<file path="config.mk">
export PLATFORM = sky130hd
export DESIGN_NAME = iso15693_tag_response_decoder
export DESIGN_NICKNAME = d
export VERILOG_FILES = /design/src/hdl/itrd_pkg.sv /design/src/hdl/itrd_frame_core.sv /design/src/hdl/itrd_result_fifo.sv /design/src/hdl/iso15693_tag_response_decoder.sv
export SDC_FILE = /design/constraint.sdc
export NUM_CORES = 1
export LEC_CHECK = 0
export ABC_AREA = 1
export BUFFER_PORTS_ARGS = -buffer_cell sky130_fd_sc_hd__buf_2
export CORE_MARGIN = 8
export CORE_UTILIZATION = 58
export CTS_CLUSTER_DIAMETER = 60
export CTS_CLUSTER_SIZE = 24
export DETAILED_ROUTE_END_ITERATION = 8
export PLACE_DENSITY = 0.85
export RECOVER_POWER = 25
export SLEW_MARGIN = 40
export SYNTH_ARGS = -nofsm -noshare
export SYNTH_HDL_FRONTEND = slang
export SYNTH_SLANG_ARGS = --single-unit
</file>
<file path="constraint.sdc">
create_clock -name clk -period 33.2 [get_ports clk]
set_input_delay 0 -clock clk [delete_from_list [all_inputs] [get_ports clk]]
set_output_delay 0 -clock clk [all_outputs]
set_load 0.005 [all_outputs]
</file>
<file path="src/hdl/itrd_pkg.sv">
// Shared types, constants and the CRC-16 byte update for the ISO 15693 tag
// response decoder. No dependencies; every other file imports this package.

package itrd_pkg;

    localparam int ITRD_MAX_RAW_BYTES = 1024;
    localparam int CIB_W              = 13;
    localparam int BITPOS_W           = 13;
    localparam int RES_FIFO_DEPTH     = 4;

    localparam logic [4:0]  SOF_MASK     = 5'h1F;
    localparam logic [4:0]  SOF_PATTERN  = 5'h17;
    localparam logic [7:0]  EOF_MASK     = 8'hE0;
    localparam logic [7:0]  EOF_PATTERN  = 8'hA0;
    localparam logic [7:0]  EOF_NEXT_RAW = 8'h03;
    localparam logic [15:0] CRC_PRESET   = 16'hFFFF;
    // Bit-reversed form of the 0x1021 polynomial.
    localparam logic [15:0] CRC_POLY_REF = 16'h8408;

    localparam logic KIND_DATA   = 1'b0;
    localparam logic KIND_STATUS = 1'b1;

    localparam logic [2:0] ST_OK        = 3'd0;
    localparam logic [2:0] ST_BAD_SOF   = 3'd1;
    localparam logic [2:0] ST_COLLISION = 3'd2;
    localparam logic [2:0] ST_BOUNDARY  = 3'd3;
    localparam logic [2:0] ST_LEN_CRC   = 3'd4;

    typedef struct packed {
        logic       kind;
        logic [7:0] decoded_byte;
        logic [2:0] status;
        logic       crc_bad;
        logic       last;
    } result_t;

    typedef struct packed {
        logic [1:0] count;
        result_t    r0;
        result_t    r1;
    } step_out_t;

    function automatic logic [15:0] crc_feed(input logic [15:0] crc, input logic [7:0] b);
        logic [15:0] c;
        c = crc ^ {8'h00, b};
        for (int i = 0; i < 8; i++) begin
            c = c[0] ? ((c >> 1) ^ CRC_POLY_REF) : (c >> 1);
        end
        return c;
    endfunction

endpackage

</file>
<file path="src/hdl/itrd_frame_core.sv">
// Frame state and the single-pass decode of one raw byte: SOF check, up to
// seven Manchester pairs, EOF look-ahead, CRC tail tracking and status.
// Depends on itrd_pkg.

module itrd_frame_core
    import itrd_pkg::*;
#(
    parameter int MAX_RAW_BYTES = ITRD_MAX_RAW_BYTES
)
(
    input  logic             clk,
    input  logic             rst_n,
    input  logic             cfg_wr_en,
    input  logic [CIB_W-1:0] cfg_wr_data,
    input  logic             fire,
    input  logic [7:0]       raw_byte,
    input  logic             frame_end,
    output step_out_t        step_out
);

    localparam int RAW_IDX_W = $clog2(MAX_RAW_BYTES + 1);
    localparam logic [RAW_IDX_W-1:0] RAW_IDX_MAX = RAW_IDX_W'(MAX_RAW_BYTES);
    localparam logic [1:0] MAN_ZERO = 2'b01;
    localparam logic [1:0] MAN_ONE  = 2'b10;

    logic [CIB_W-1:0]     cib_reg;
    logic [7:0]           held_raw_reg, held_raw_next;
    logic [RAW_IDX_W-1:0] raw_index_reg, raw_index_next;
    logic [BITPOS_W-1:0]  bit_pos_reg, bit_pos_next;
    logic [7:0]           partial_reg, partial_next;
    logic [15:0]          crc_reg, crc_next;
    logic [15:0]          tail_reg, tail_next;
    logic [1:0]           tail_cnt_reg, tail_cnt_next;
    logic                 stopped_reg, stopped_next;
    logic [2:0]           err_reg, err_next;

    always_comb
    begin : step_logic
        logic [7:0]          pb;
        logic [BITPOS_W-1:0] bp;
        logic                stop;
        logic [2:0]          err;
        logic                done;
        logic [7:0]          done_byte;
        logic                proc_held;
        logic                eof_here;
        logic [15:0]         pair_bits;
        logic [1:0]          man;
        logic                en;
        logic                eof_k;
        logic                is_eof;
        logic                bval;
        logic [2:0]          st;
        logic                cb;
        result_t             data_res;
        result_t             stat_res;

        pb   = partial_reg;
        bp   = bit_pos_reg;
        stop = stopped_reg;
        err  = err_reg;
        done = 1'b0;
        done_byte = 8'h00;
        proc_held = 1'b0;
        is_eof    = 1'b0;
        bval      = 1'b0;
        pair_bits = {raw_byte, held_raw_reg};

        if (!stop)
        begin
            if (raw_index_reg == '0)
            begin
                if ((raw_byte[4:0] & SOF_MASK) != SOF_PATTERN)
                begin
                    stop = 1'b1;
                    err  = ST_BAD_SOF;
                end
            end
            else if (raw_index_reg >= RAW_IDX_MAX)
            begin
                stop = 1'b1;
                err  = ST_LEN_CRC;
            end
            else
            begin
                proc_held = 1'b1;
            end
        end

        eof_here = ((held_raw_reg & EOF_MASK) == EOF_PATTERN) && (raw_byte == EOF_NEXT_RAW);

        // Four pairs start in the held byte, three more in a frame's final byte.
        // With the new byte above the held one, pair k always sits at bits 2k+1 and 2k+2.
        for (int k = 0; k < 7; k++)
        begin
            man = {pair_bits[2 + 2 * k], pair_bits[1 + 2 * k]};
            if (k < 4)
            begin
                en     = proc_held && ((raw_index_reg != RAW_IDX_W'(1)) || (k >= 2));
                eof_k  = eof_here;
            end
            else
            begin
                en     = frame_end && ((raw_index_reg != '0) || (k == 6));
                eof_k  = 1'b0;
            end

            if (en && !stop)
            begin
                if (man == MAN_ZERO || man == MAN_ONE)
                begin
                    bval = (man == MAN_ONE);
                    pb   = pb | ({7'd0, bval} << bp[2:0]);
                    bp   = bp + 1'b1;
                    if (bp[2:0] == 3'd0)
                    begin
                        done      = 1'b1;
                        done_byte = pb;
                        pb        = 8'h00;
                    end
                end
                is_eof = (bp[2:0] == 3'd0) && eof_k;
                if ((man != MAN_ZERO) && (man != MAN_ONE) && !is_eof)
                begin
                    if (bp >= cib_reg)
                    begin
                        stop = 1'b1;
                        err  = ST_COLLISION;
                    end
                    else
                    begin
                        bp = bp + 1'b1;
                        if (bp[2:0] == 3'd0)
                        begin
                            done      = 1'b1;
                            done_byte = pb;
                            pb        = 8'h00;
                        end
                    end
                end
                else if (is_eof)
                begin
                    stop = 1'b1;
                end
            end
        end

        // At most seven bits go in per byte, so at most one byte completes.
        crc_next      = crc_reg;
        tail_next     = tail_reg;
        tail_cnt_next = tail_cnt_reg;
        if (done)
        begin
            if (tail_cnt_reg >= 2'd2)
            begin
                crc_next = crc_feed(crc_reg, tail_reg[7:0]);
            end
            else
            begin
                tail_cnt_next = tail_cnt_reg + 1'b1;
            end
            tail_next = {done_byte, tail_reg[15:8]};
        end

        cb = 1'b0;
        if (err != ST_OK)
        begin
            st = err;
        end
        else if (bp[2:0] != 3'd0)
        begin
            st = ST_BOUNDARY;
        end
        else if (bp[BITPOS_W-1:3] <= (BITPOS_W-3)'(2))
        begin
            st = ST_LEN_CRC;
        end
        else if (~crc_next != tail_next)
        begin
            st = ST_LEN_CRC;
            cb = 1'b1;
        end
        else
        begin
            st = ST_OK;
        end

        data_res = '{kind: KIND_DATA, decoded_byte: done_byte, status: ST_OK,
                     crc_bad: 1'b0, last: 1'b0};
        stat_res = '{kind: KIND_STATUS, decoded_byte: 8'h00, status: st,
                     crc_bad: cb, last: 1'b1};

        step_out.r0    = done ? data_res : stat_res;
        step_out.r1    = stat_res;
        step_out.count = fire ? ({1'b0, done} + {1'b0, frame_end}) : 2'd0;

        if (frame_end)
        begin
            held_raw_next  = 8'h00;
            raw_index_next = '0;
            bit_pos_next   = '0;
            partial_next   = 8'h00;
            crc_next       = CRC_PRESET;
            tail_next      = 16'h0000;
            tail_cnt_next  = 2'd0;
            stopped_next   = 1'b0;
            err_next       = ST_OK;
        end
        else
        begin
            held_raw_next  = raw_byte;
            raw_index_next = (raw_index_reg < RAW_IDX_MAX) ? raw_index_reg + 1'b1
                                                           : raw_index_reg;
            bit_pos_next   = bp;
            partial_next   = pb;
            stopped_next   = stop;
            err_next       = err;
        end
    end

    always_ff @(posedge clk or negedge rst_n)
    begin
        if (!rst_n)
        begin
            cib_reg       <= '0;
            held_raw_reg  <= 8'h00;
            raw_index_reg <= '0;
            bit_pos_reg   <= '0;
            partial_reg   <= 8'h00;
            crc_reg       <= CRC_PRESET;
            tail_reg      <= 16'h0000;
            tail_cnt_reg  <= 2'd0;
            stopped_reg   <= 1'b0;
            err_reg       <= ST_OK;
        end
        else
        begin
            if (cfg_wr_en)
            begin
                cib_reg <= cfg_wr_data;
            end
            if (fire)
            begin
                held_raw_reg  <= held_raw_next;
                raw_index_reg <= raw_index_next;
                bit_pos_reg   <= bit_pos_next;
                partial_reg   <= partial_next;
                crc_reg       <= crc_next;
                tail_reg      <= tail_next;
                tail_cnt_reg  <= tail_cnt_next;
                stopped_reg   <= stopped_next;
                err_reg       <= err_next;
            end
        end
    end

endmodule

</file>
<file path="src/hdl/itrd_result_fifo.sv">
// Result queue that takes up to two results per cycle and hands out one when
// out_ready is set. It is the decoder's output register. Depends on itrd_pkg.

module itrd_result_fifo
    import itrd_pkg::*;
(
    input  logic      clk,
    input  logic      rst_n,
    input  step_out_t push,
    output logic      room,
    output logic      out_valid,
    input  logic      out_ready,
    output result_t   out_res
);

    localparam int PTR_W = $clog2(RES_FIFO_DEPTH);
    localparam int CNT_W = $clog2(RES_FIFO_DEPTH + 1);

    result_t            mem_reg [RES_FIFO_DEPTH];
    logic [PTR_W-1:0]   wr_ptr_reg, wr_ptr_next;
    logic [PTR_W-1:0]   rd_ptr_reg, rd_ptr_next;
    logic [CNT_W-1:0]   count_reg, count_next;
    logic               pop;

    assign out_valid = (count_reg != '0);
    assign out_res   = mem_reg[rd_ptr_reg];
    assign pop       = out_valid && out_ready;
    // Room for a full step is decided from registered state only.
    assign room      = (count_reg <= CNT_W'(RES_FIFO_DEPTH - 2));

    always_comb
    begin
        wr_ptr_next = wr_ptr_reg + PTR_W'(push.count);
        rd_ptr_next = pop ? rd_ptr_reg + 1'b1 : rd_ptr_reg;
        count_next  = count_reg + CNT_W'(push.count) - CNT_W'(pop);
    end

    always_ff @(posedge clk)
    begin
        if (push.count != 2'd0)
        begin
            mem_reg[wr_ptr_reg] <= push.r0;
        end
        if (push.count == 2'd2)
        begin
            mem_reg[wr_ptr_reg + 1'b1] <= push.r1;
        end
    end

    always_ff @(posedge clk or negedge rst_n)
    begin
        if (!rst_n)
        begin
            wr_ptr_reg <= '0;
            rd_ptr_reg <= '0;
            count_reg  <= '0;
        end
        else
        begin
            wr_ptr_reg <= wr_ptr_next;
            rd_ptr_reg <= rd_ptr_next;
            count_reg  <= count_next;
        end
    end

endmodule

</file>
<file path="src/hdl/iso15693_tag_response_decoder.sv">
// Top level of the ISO 15693 tag response decoder: input register, frame
// core and result queue. Depends on itrd_pkg, itrd_frame_core, itrd_result_fifo.
//
//   channel  | direction | tdata                        | tuser | tlast
//   ---------+-----------+------------------------------+-------+-----------
//   s_*      | in        | raw_byte                     | -     | frame_end
//   m_*      | out       | decoded_byte, status, crc_bad| kind  | last
//   cfg_*    | in        | collision_ignore_bits        | -     | -
//
// A raw byte is taken every cycle while the queue has room: it is held in the
// input register, then one pass of the frame core writes its results into the
// result queue. A final byte that also completes a data byte gives two results,
// which the queue drains at one per cycle while m_tready is high; input stalls
// only when the queue lacks room for two. Reset clears the frame state (CRC preset
// to all ones) and sets collision_ignore_bits to zero; no clearing pass is needed.

module iso15693_tag_response_decoder
    import itrd_pkg::*;
#(
    parameter int MAX_RAW_BYTES = ITRD_MAX_RAW_BYTES
)
(
    input  logic             clk,
    input  logic             rst_n,
    input  logic             s_tvalid,
    output logic             s_tready,
    input  logic [7:0]       s_tdata,     // [7:0] raw_byte
    input  logic             s_tlast,
    output logic             m_tvalid,
    input  logic             m_tready,
    output logic [15:0]      m_tdata,     // [7:0] decoded_byte, [10:8] status, [11] crc_bad
    output logic             m_tuser,     // [0] kind
    output logic             m_tlast,
    input  logic             cfg_wr_en,
    input  logic [CIB_W-1:0] cfg_wr_data
);

    logic       in_valid_reg, in_valid_next;
    logic [7:0] in_byte_reg;
    logic       in_last_reg;
    logic       fire;
    logic       room;
    step_out_t  step_out;
    result_t    out_res;

    assign fire          = in_valid_reg && room;
    assign s_tready      = !in_valid_reg || fire;
    assign in_valid_next = (s_tvalid && s_tready) || (in_valid_reg && !fire);

    always_ff @(posedge clk or negedge rst_n)
    begin
        if (!rst_n)
        begin
            in_valid_reg <= 1'b0;
        end
        else
        begin
            in_valid_reg <= in_valid_next;
        end
    end

    always_ff @(posedge clk)
    begin
        if (s_tvalid && s_tready)
        begin
            in_byte_reg <= s_tdata;
            in_last_reg <= s_tlast;
        end
    end

    itrd_frame_core #(
        .MAX_RAW_BYTES (MAX_RAW_BYTES)
    ) u_core (
        .clk         (clk),
        .rst_n       (rst_n),
        .cfg_wr_en   (cfg_wr_en),
        .cfg_wr_data (cfg_wr_data),
        .fire        (fire),
        .raw_byte    (in_byte_reg),
        .frame_end   (in_last_reg),
        .step_out    (step_out)
    );

    itrd_result_fifo u_fifo (
        .clk       (clk),
        .rst_n     (rst_n),
        .push      (step_out),
        .room      (room),
        .out_valid (m_tvalid),
        .out_ready (m_tready),
        .out_res   (out_res)
    );

    assign m_tdata = {4'h0, out_res.crc_bad, out_res.status, out_res.decoded_byte};
    assign m_tuser = out_res.kind;
    assign m_tlast = out_res.last;

    // Every request that closes a frame produces its status result.
    a_status_per_frame: assert property (@(posedge clk) disable iff (!rst_n)
        fire && in_last_reg |-> step_out.count != 2'd0)
        else $error("frame end produced no result");

    a_result_after_end: assert property (@(posedge clk) disable iff (!rst_n)
        fire && in_last_reg |=> m_tvalid)
        else $error("no result pending after frame end");

    a_status_is_last: assert property (@(posedge clk) disable iff (!rst_n)
        m_tvalid |-> (m_tuser == KIND_STATUS) == m_tlast)
        else $error("last flag does not match result kind");

    a_data_clean: assert property (@(posedge clk) disable iff (!rst_n)
        m_tvalid && (m_tuser == KIND_DATA) |-> m_tdata[15:8] == 8'h00)
        else $error("data result carries status bits");

endmodule
</file>
# --- Yosys cells after proc, flatten, opt, wreduce, memory -nomap -nowiden ---
# Memories as Yosys holds them, arrays and structs flattened.
# Index checks and enable logic that the tools add are counted.
classes:
  reduce_logical: 79
  add_sub_neg: 22
  n_eq_ne: 35
  magnitude_cmp: 12
  n_mux: 259
  bitwise: 17
  shifts: 7
op_table:
  columns: ["op", "n"]
  rows:
  - ["$mux 8", 88]
  - ["$mux 13", 36]
  - ["$mux 16", 13]
  - ["$add 13x1->13 const B", 14]
  - ["$ge 13x13->1", 7]
  - ["$mux 3", 30]
  - ["$mux 1", 85]
  - ["$or 8x8->8", 7]
  - ["$shl 1x3->8", 7]
  - ["$logic_not 3->1", 18]
  - ["$logic_and 1x1->1", 29]
  - ["$not 2->3", 8]
  - ["$mux 11", 2]
  - ["$eq 2x2->1 const B", 8]
  - ["$ne 16x16->1", 1]
  - ["$ne 2x2->1 const B", 8]
  - ["$not 16->16", 1]
  - ["$xor 16x8->16", 1]
  - ["$eq 2x1->1 const B", 7]
  - ["$mux 14", 1]
  - ["$ne 2x1->1 const B", 7]
  - ["$logic_not 1->1", 13]
  - ["$add 11x1->11 const B", 1]
  - ["$ge 11x11->1 const B", 1]
  - ["other kinds (21)", 38]
word_totals:
  mem_count: 1
  in_bits: 27
  ff_bits: 108
  out_inout_bits: 20
  elab_cells: 448
  mem_bits_rw: 56
mem_list:
  columns: ["memory", "words", "width", "read_ports", "rd_ports_with_merged_regs", "wr", "line", "source"]
  rows:
  - ["u_fifo.mem_reg", 4, 14, 1, 0, 2, "itrd_result_fifo.sv:19", "result_t mem_reg [RES_FIFO_DEPTH];"]

# --- Logic depth before layout (Yosys ltp) ---
# Gate-level depths: netlist of the first run.
depth:
  word_depth: 71
  ltp_mapped: 186
  depth_no_buf: 185

# --- Modules after synthesis ---
# From an unflattened synthesis of the first run, not the netlist that was laid out.
unflattened:
  cells_unflattened: 3308
  area_unflattened_um2: 20676.1
modules_own_cells:
  columns: ["module", "instances", "cells_each", "seq_area_each_um2", "area_each_um2"]
  rows:
  - ["itrd_frame_core", 1, 2860, 2272.2, 16889.9]
  - ["itrd_result_fifo", 1, 426, 1856.8, 3429.5]
  - ["iso15693_tag_response_decoder", 1, 22, 295.3, 356.6]

# --- Least setup slack after synthesis of the first run ---
# No wires, ideal clock.
synth_timing:
  path_type: "reg-to-reg"
  from: "register u_core.held_raw_reg[2]"
  to: "memory u_fifo.mem_reg[0][4] (netlist bit), data pin"
  setup_time_ns: 0.150
  period_less_slack_ns: 21.674
  path_slack_ns: 11.526
  required_time_ns: 33.050
  path_stages_with_launch: 159
  n_path_buf: 3
  arrival_time_ns: 21.524
  cell_sequence: "dfrtp_1 ha_1 buf_6 nor3_4 nand4_1 nor2_1 nand2_1 nor3_1 xor2_1 ha_1 a21o_1 nor2_1 nand2_1 nor2_2 nand3_4 nand2_2 nand2_1 nand2_2 [... 123 more ...] a211oi_1 a21boi_0 inv_1 nor2_1 nand2_1 a21oi_1 nor2_1 inv_1 clkbuf_1 ha_1 inv_1 nor2_1 nor2_1 nor3_1 or2_2 clkbuf_1 o21ai_0 a21oi_1"
synth_rtl:
  columns: ["element", "line", "source"]
  rows:
  - ["from (decl)", "itrd_frame_core.sv:27", "logic [7:0] held_raw_reg, held_raw_next;"]
  - ["from (signal assigned)", "itrd_frame_core.sv:244", "held_raw_reg <= held_raw_next;"]
  - ["to (decl)", "itrd_result_fifo.sv:19", null]

==> results.yml, run 1 <==
synth:
  yosysUniqueCellTypes: 76
  synth_area_um2: 19200
  synthSimpleGateAreaFrac_pct: 40.2
  synth_fa_ha_area_share_pct: 9.22
  ys_top_cells_by_count: "nand2_1, inv_1, nor2_1, o21ai_0, nand3_1"
  synth-compound-area-share_pct: 16.3
  synth_warnings: 0
  netlist.area_leader.share_pct: 17.0
  syn-instance-count: 3087
  synthMuxAreaShare_pct: 0.215
  post_synth.cell_area_avg_um2: 6.22
  synth-edff-count: 25
  yosysTopAreaCell: "nand2_1"
  synth.most_common_cell: "nand2_1"
  synth_xor_area_share_pct: 3.63
  ys_seq_area_share_pct: 20.5
  ys.flop_type: "dfrtp_1"
  synth_top_family_by_area: "simple AND/OR/NAND/NOR gates"
  synth_seq_cells: 159
  async_flop_share_pct: 61.6
  synth.area.top_cells: "nand2_1, dfrtp_1, ha_1, inv_1, o21ai_0"
die:
  die_y_um: 198
  dieWidth_um: 198
  initial_core_util_pct: 58.9
  ios: 47
  rows: 66
  dieArea_um2: 39200
  core_um2: 32600
timing:
  timing.final.crit_period_ns: 27.53
  fin_crit_sh_pct: 82.9
  setup_viol: 0
  fin_tns_setup_ns: 0
  maxSlewHeadroom_pct: -174
  hold_viol: 0
  grt_setup_unrepaired: "false"
  skew_ns: 0.0169
  slew_viol_final: 79
  tightest_slew_ns: 4.11
  fmax_ghz: 0.0363
worst_setup_path:
  path_max_fanout: 30
  worstReg2RegEnd: "u_fifo.mem_reg[1][4]$_DFFE_PP_"
  required_ns: 33.36
  cp_data_arrival_time_ns: 27.69
  r2r_start: "u_core.held_raw_reg[1]$_DFFE_PN0P_"
  critPathCapture: "u_fifo.mem_reg[1][4]$_DFFE_PP_"
  critical_path.startpoint: "u_core.held_raw_reg[1]$_DFFE_PN0P_"
  cpMostUsedCell: "nand2_1"
  rrSetupSlack_ns: 5.67
  crit_type: "flip-flop to flip-flop"
  cp-end-kind: "flip-flop"
  worst_path_largest_cell_delay_ns: 0.61
  ff2ff_path_depth: 159
  cp_slowest_cell: "a21oi_1"
  worst_setup_path_start_kind: "flip-flop"
placement:
  place_congestion: 0.988
  place_hpwl_um: 49200
  portBuffers: 42
run_status:
  violations: "max-capacitance violations, max-slew violations"
  status: "finished with violations"
final_layout:
  multi_input_area_um2: 13400
  largest_reg_flops: 52
  regArea_um2: 3940
  nFillCells: 3016
  nNetsFinal: 3295
  final_layout_size_suffix_gt1_share_pct: 12.9
  antenna_cells: 0
  area_delta_synth_final_pct: 8.04
drt:
  drc: 0
  postRouteAntennaNets: 0
  initialDrtViolationCount: 2103
  dr_total_vias: 21400
  avgViaCountPerCell: 5.99
  wire_per_inst_um: 18.0
  first_pass_iters: 6
  wl_um: 64500
clock_network:
  tritoncts: "done"
  cts_max_path_buffers: 2
  clk_latency_ns: 0.45
  cts_buffers: 17
  cts_setup_buffers: 0
  htreeDepth: 4
  clockRootBuffer: "clkbuf_16"
  clkTransAtPathRegs_ns: 0.07
  cts_sinks: 159
grt:
  antenna_found_initial: 0
  first_global_vias: 20300
  grtUsageTotal_pct: 32.5
  grt_pass1_wl_um: 103000
  grt_max_degree: 79
  gr-total-overflow: 0
flow_run:
  cap_violations: 1
worst_hold_path:
  worstHoldPathType: "primary input to flip-flop"
==> kinds of logic (layout without fill, tap and decap cells) <==
family | count (synthesis) | in the layout
muxes | 4 | 4
DFF | 159 | 159
and+or+nand+nor | 1673 | 1673
AOI/OAI and AO/OA | 546 | 546
other | 1 | 4
adders and majority gates | 141 | 141
xor gates and xnor gates | 74 | 74
buffers and inverters | 489 | 539
==> how the worst min path moves through the flow <==
stage                     startpoint  cells past startpoint                            endpoint  slack (ns)
after floorplan                rst_n                      0              in_valid_reg$_DFF_PN0_       -0.30
after global placement         rst_n                      1  u_core.bit_pos_reg[10]$_DFFE_PN0P_       -0.08
after detailed placement       rst_n                      1  u_core.bit_pos_reg[10]$_DFFE_PN0P_       -0.07
after CTS                  cfg_wr_en                      2       u_core.cib_reg[9]$_DFFE_PN0P_       0.002
after global routing       cfg_wr_en                      3       u_core.cib_reg[7]$_DFFE_PN0P_        0.03
final                      cfg_wr_en                      3       u_core.cib_reg[7]$_DFFE_PN0P_       0.005
==> layout by cell type (no fill, tap or decap), drive strengths merged, types with 4 or more instances in the layout <==
cell           n
dlygate4sd3   37
edfxtp        25
a31oi         15
nor2         317
or2           14
a21o           4
dfrtp         82
nand2        985
ha           140
o22ai         53
a21oi        120
xnor2         37
nor4          12
nor3          55
nand3        236
dfxtp         36
buf           55
and3           4
nand3b         5
xor2          37
clkinv        11
conb           4
o21ai        263
a211oi        11
dfstp         16
nand4         41
a22oi         19
clkbuf        26
inv          407
o31ai          8
o211ai        21
a32oi          6
==> layout make-up <==
class                           count  area share [%]
Multi-Input combinational cell   2442            64.6
Sequential cell                   159            19.0
Inverter                          409            7.44
Timing Repair Buffer               98            3.40
Tap cell                          442            2.66
Clock buffer                       20            2.30
Clock inverter                     12           0.573
==> critical path, delay by kind of cell (launching register included) <==
| family | cells | cell delay (ns) |
|---|---|---|
| fa+ha+maj | 14 | 3.96 |
| buf+inv | 13 | 2.45 |
| compound gates | 27 | 5.17 |
| xor+xnor | 9 | 2.15 |
| simple gates | 96 | 13.09 |
| flops | 1 | 0.33 |
==> per-layer routing <==
layer | up-vias | track usage [%] | share of wire (%)
li1 | 10200 | - | -
met1 | 9925 | 39.4 | 41
met2 | 1026 | 53.6 | 45
met3 | 256 | 6.23 | 8.4
met4 | 0 | 18.3 | 5.8
met5 | - | 0 | 0
==> what timing repair did <==
item | CTS | global route
resized for setup | 0 | 0
endpoints found under the setup margin | 0 | 0
endpoints found under the hold margin | 44 | 0
hold buffers | 37 | 0
==> metrics by stage <==
step                      cells  cell area (µm²)  hold WS [ns]  setup WS, ns  util, %
after CTS                  3582            20800       0.00165          6.13     63.6
after detailed placement   3513            19800       -0.0695          6.31     60.7
after floorplan            3090            19200        -0.296         11.53        -
after global routing       3582            20800        0.0322          3.17     63.6
after global placement     3513            19800       -0.0767          7.67     60.6
final                      3582            20800       0.00543          5.67     63.6
Power of run 1 is not shown: default switching activity piles up to over one toggle a cycle in this logic, so the estimate is an artifact.
==> inputs of run 2 (changes only) <==
==> constraint.sdc (replaced) <==
create_clock -name clk -period 28.1 [get_ports clk]
set_input_delay 0 -clock clk [delete_from_list [all_inputs] [get_ports clk]]
set_output_delay 0 -clock clk [all_outputs]
set_load 0.005 [all_outputs]
==> run 2 against run 1 <==
  * The flow still finishes with violations (max-capacitance violations, max-slew violations)
  * Fmax up 7.1%
  * Worst setup slack worse by 3.3 ns
  * Critical path type unchanged
  * Die area did not move
  * Global-route usage grew 0.21 points
  * Sequential share of layout area shrank 0.081 points
  * Register-to-register slack got worse by 3.3 ns
==> results.yml, run 2 (synthesized netlist as in run 1, its figures left out) <==
timing:
  fin_tns_setup_ns: 0
  tightest_slew_ns: 4.19
  fin_crit_sh_pct: 91.5
  setup_viol: 0
  timing.final.crit_period_ns: 25.71
  maxSlewHeadroom_pct: -179
  slew_viol_final: 100
  fmax_ghz: 0.0389
  grt_setup_unrepaired: "false"
  skew_ns: 0.0128
  hold_viol: 0
clock_network:
  clockRootBuffer: "clkbuf_16"
  tritoncts: "done"
  cts_max_path_buffers: 2
  clkTransAtPathRegs_ns: 0.08
  cts_buffers: 17
  htreeDepth: 4
  clk_latency_ns: 0.45
  cts_sinks: 159
  cts_setup_buffers: 0
run_status:
  status: "finished with violations"
  violations: "max-capacitance violations, max-slew violations"
drt:
  postRouteAntennaNets: 0
  first_pass_iters: 6
  dr_total_vias: 21500
  wl_met3_um: 5700
  wire_per_inst_um: 18.1
  wl_met1_um: 25900
  wl_um: 64700
  avgViaCountPerCell: 6.00
  drc: 0
  wl_met2_um: 29200
  top_layer_used: "met4"
  initialDrtViolationCount: 2415
final_layout:
  final_cells: 3585
  largest_reg_flops: 52
  nNetsFinal: 3298
  layout_commonest_cell: "nand2_1"
  final_cell_mix: "nand2_1, inv_1, nor2_1, o21ai_0, nand3_1"
  final_layout_size_suffix_gt1_share_pct: 13.2
  area_delta_synth_final_pct: 8.50
  nFillCells: 3014
  antenna_cells: 0
grt:
  grtUsageTotal_pct: 32.7
  grt_max_degree: 78
  gr-total-overflow: 0
  antenna_found_initial: 0
  grt_pass1_wl_um: 104000
  first_global_vias: 20300
die:
  ios: 47
  dieArea_um2: 39200
  initial_core_util_pct: 58.9
  core_um2: 32600
  rows: 66
  dieWidth_um: 198
  die_y_um: 198
worst_setup_path:
  cp-end-kind: "flip-flop"
  path_max_fanout: 30
  required_ns: 28.27
  cpMostUsedCell: "nand2_1"
  cp_data_arrival_time_ns: 25.88
  rrSetupSlack_ns: 2.39
  worst_setup_path_start_kind: "flip-flop"
  cp_slowest_cell: "dfrtp_1"
  crit_type: "flip-flop to flip-flop"
  worst_path_largest_cell_delay_ns: 0.58
placement:
  portBuffers: 42
  place_hpwl_um: 49500
  place_congestion: 1.00
  dp.cells: 3514
worst_hold_path:
  worstHoldPathType: "primary input to flip-flop"
flow_run:
  cap_violations: 2
-- run 2: final cells by class --
class                   instances  area [µm²]  share of cell area (%)
flip-flops and latches        159        3940                    18.9
clock buffers                  17         425                    2.04
multi-input cells            2442       13500                    64.7
well taps                     442         553                    2.65
clock inverters                15         165                   0.792
inverters                     409        1550                    7.44
repair buffers                100         721                    3.46
repair inverters                1        5.00                  0.0240
-- run 2: metal layers --
metal | GRT usage (%) | up-vias
met5 | 0 | -
met4 | 18.7 | 0
met3 | 5.20 | 227
met2 | 53.6 | 1171
met1 | 40.5 | 9859
li1 | - | 10300
-- run 2: worst paths after layout --
kind,from,cells past startpoint,to
max,u_core.bit_pos_reg[0]$_DFFE_PN0P_,159,u_fifo.mem_reg[3][4]$_DFFE_PP_
min,cfg_wr_en,3,u_core.cib_reg[5]$_DFFE_PN0P_
max reg2reg,u_core.bit_pos_reg[0]$_DFFE_PN0P_,159,u_fifo.mem_reg[3][4]$_DFFE_PP_
min reg2reg,u_fifo.mem_reg[0][0]$_SDFFE_PP1P_,2,u_fifo.mem_reg[0][0]$_SDFFE_PP1P_
max in group asynchronous,rst_n,3,u_fifo.rd_ptr_reg[0]$_DFFE_PN0P_
min in group asynchronous,rst_n,2,u_core.cib_reg[0]$_DFFE_PN0P_
-- run 2: stage by stage --
stage	setup slack, ns	cell area (µm²)	util [%]	hold slack [ns]
global placement	2.59	19800	60.7	-0.0730
global route	0.0454	20800	63.9	0.0473
floorplan	6.43	19200	-	-0.296
finish	2.39	20800	63.9	0.0128
CTS	0.959	20800	63.7	0.00366
detailed placement	1.15	19800	60.7	-0.0596
-- run 2: timing repair --
item | CTS | global route
endpoints found under the hold margin | 45 | 0
hold buffers | 38 | 0
endpoints found under the setup margin | 0 | 96
gates resized for setup | 0 | 21
-- run 2: worst max-delay path: cells and delay by family (launching register included) --
kind / cells / cell delay (ns)
compound gates: 32 / 5.38
xor+xnor: 6 / 1.29
fa+ha+maj: 15 / 4.06
buf+inv: 10 / 1.49
flops: 1 / 0.58
simple gates: 96 / 12.61
Power of run 2 is left out for the same reason.
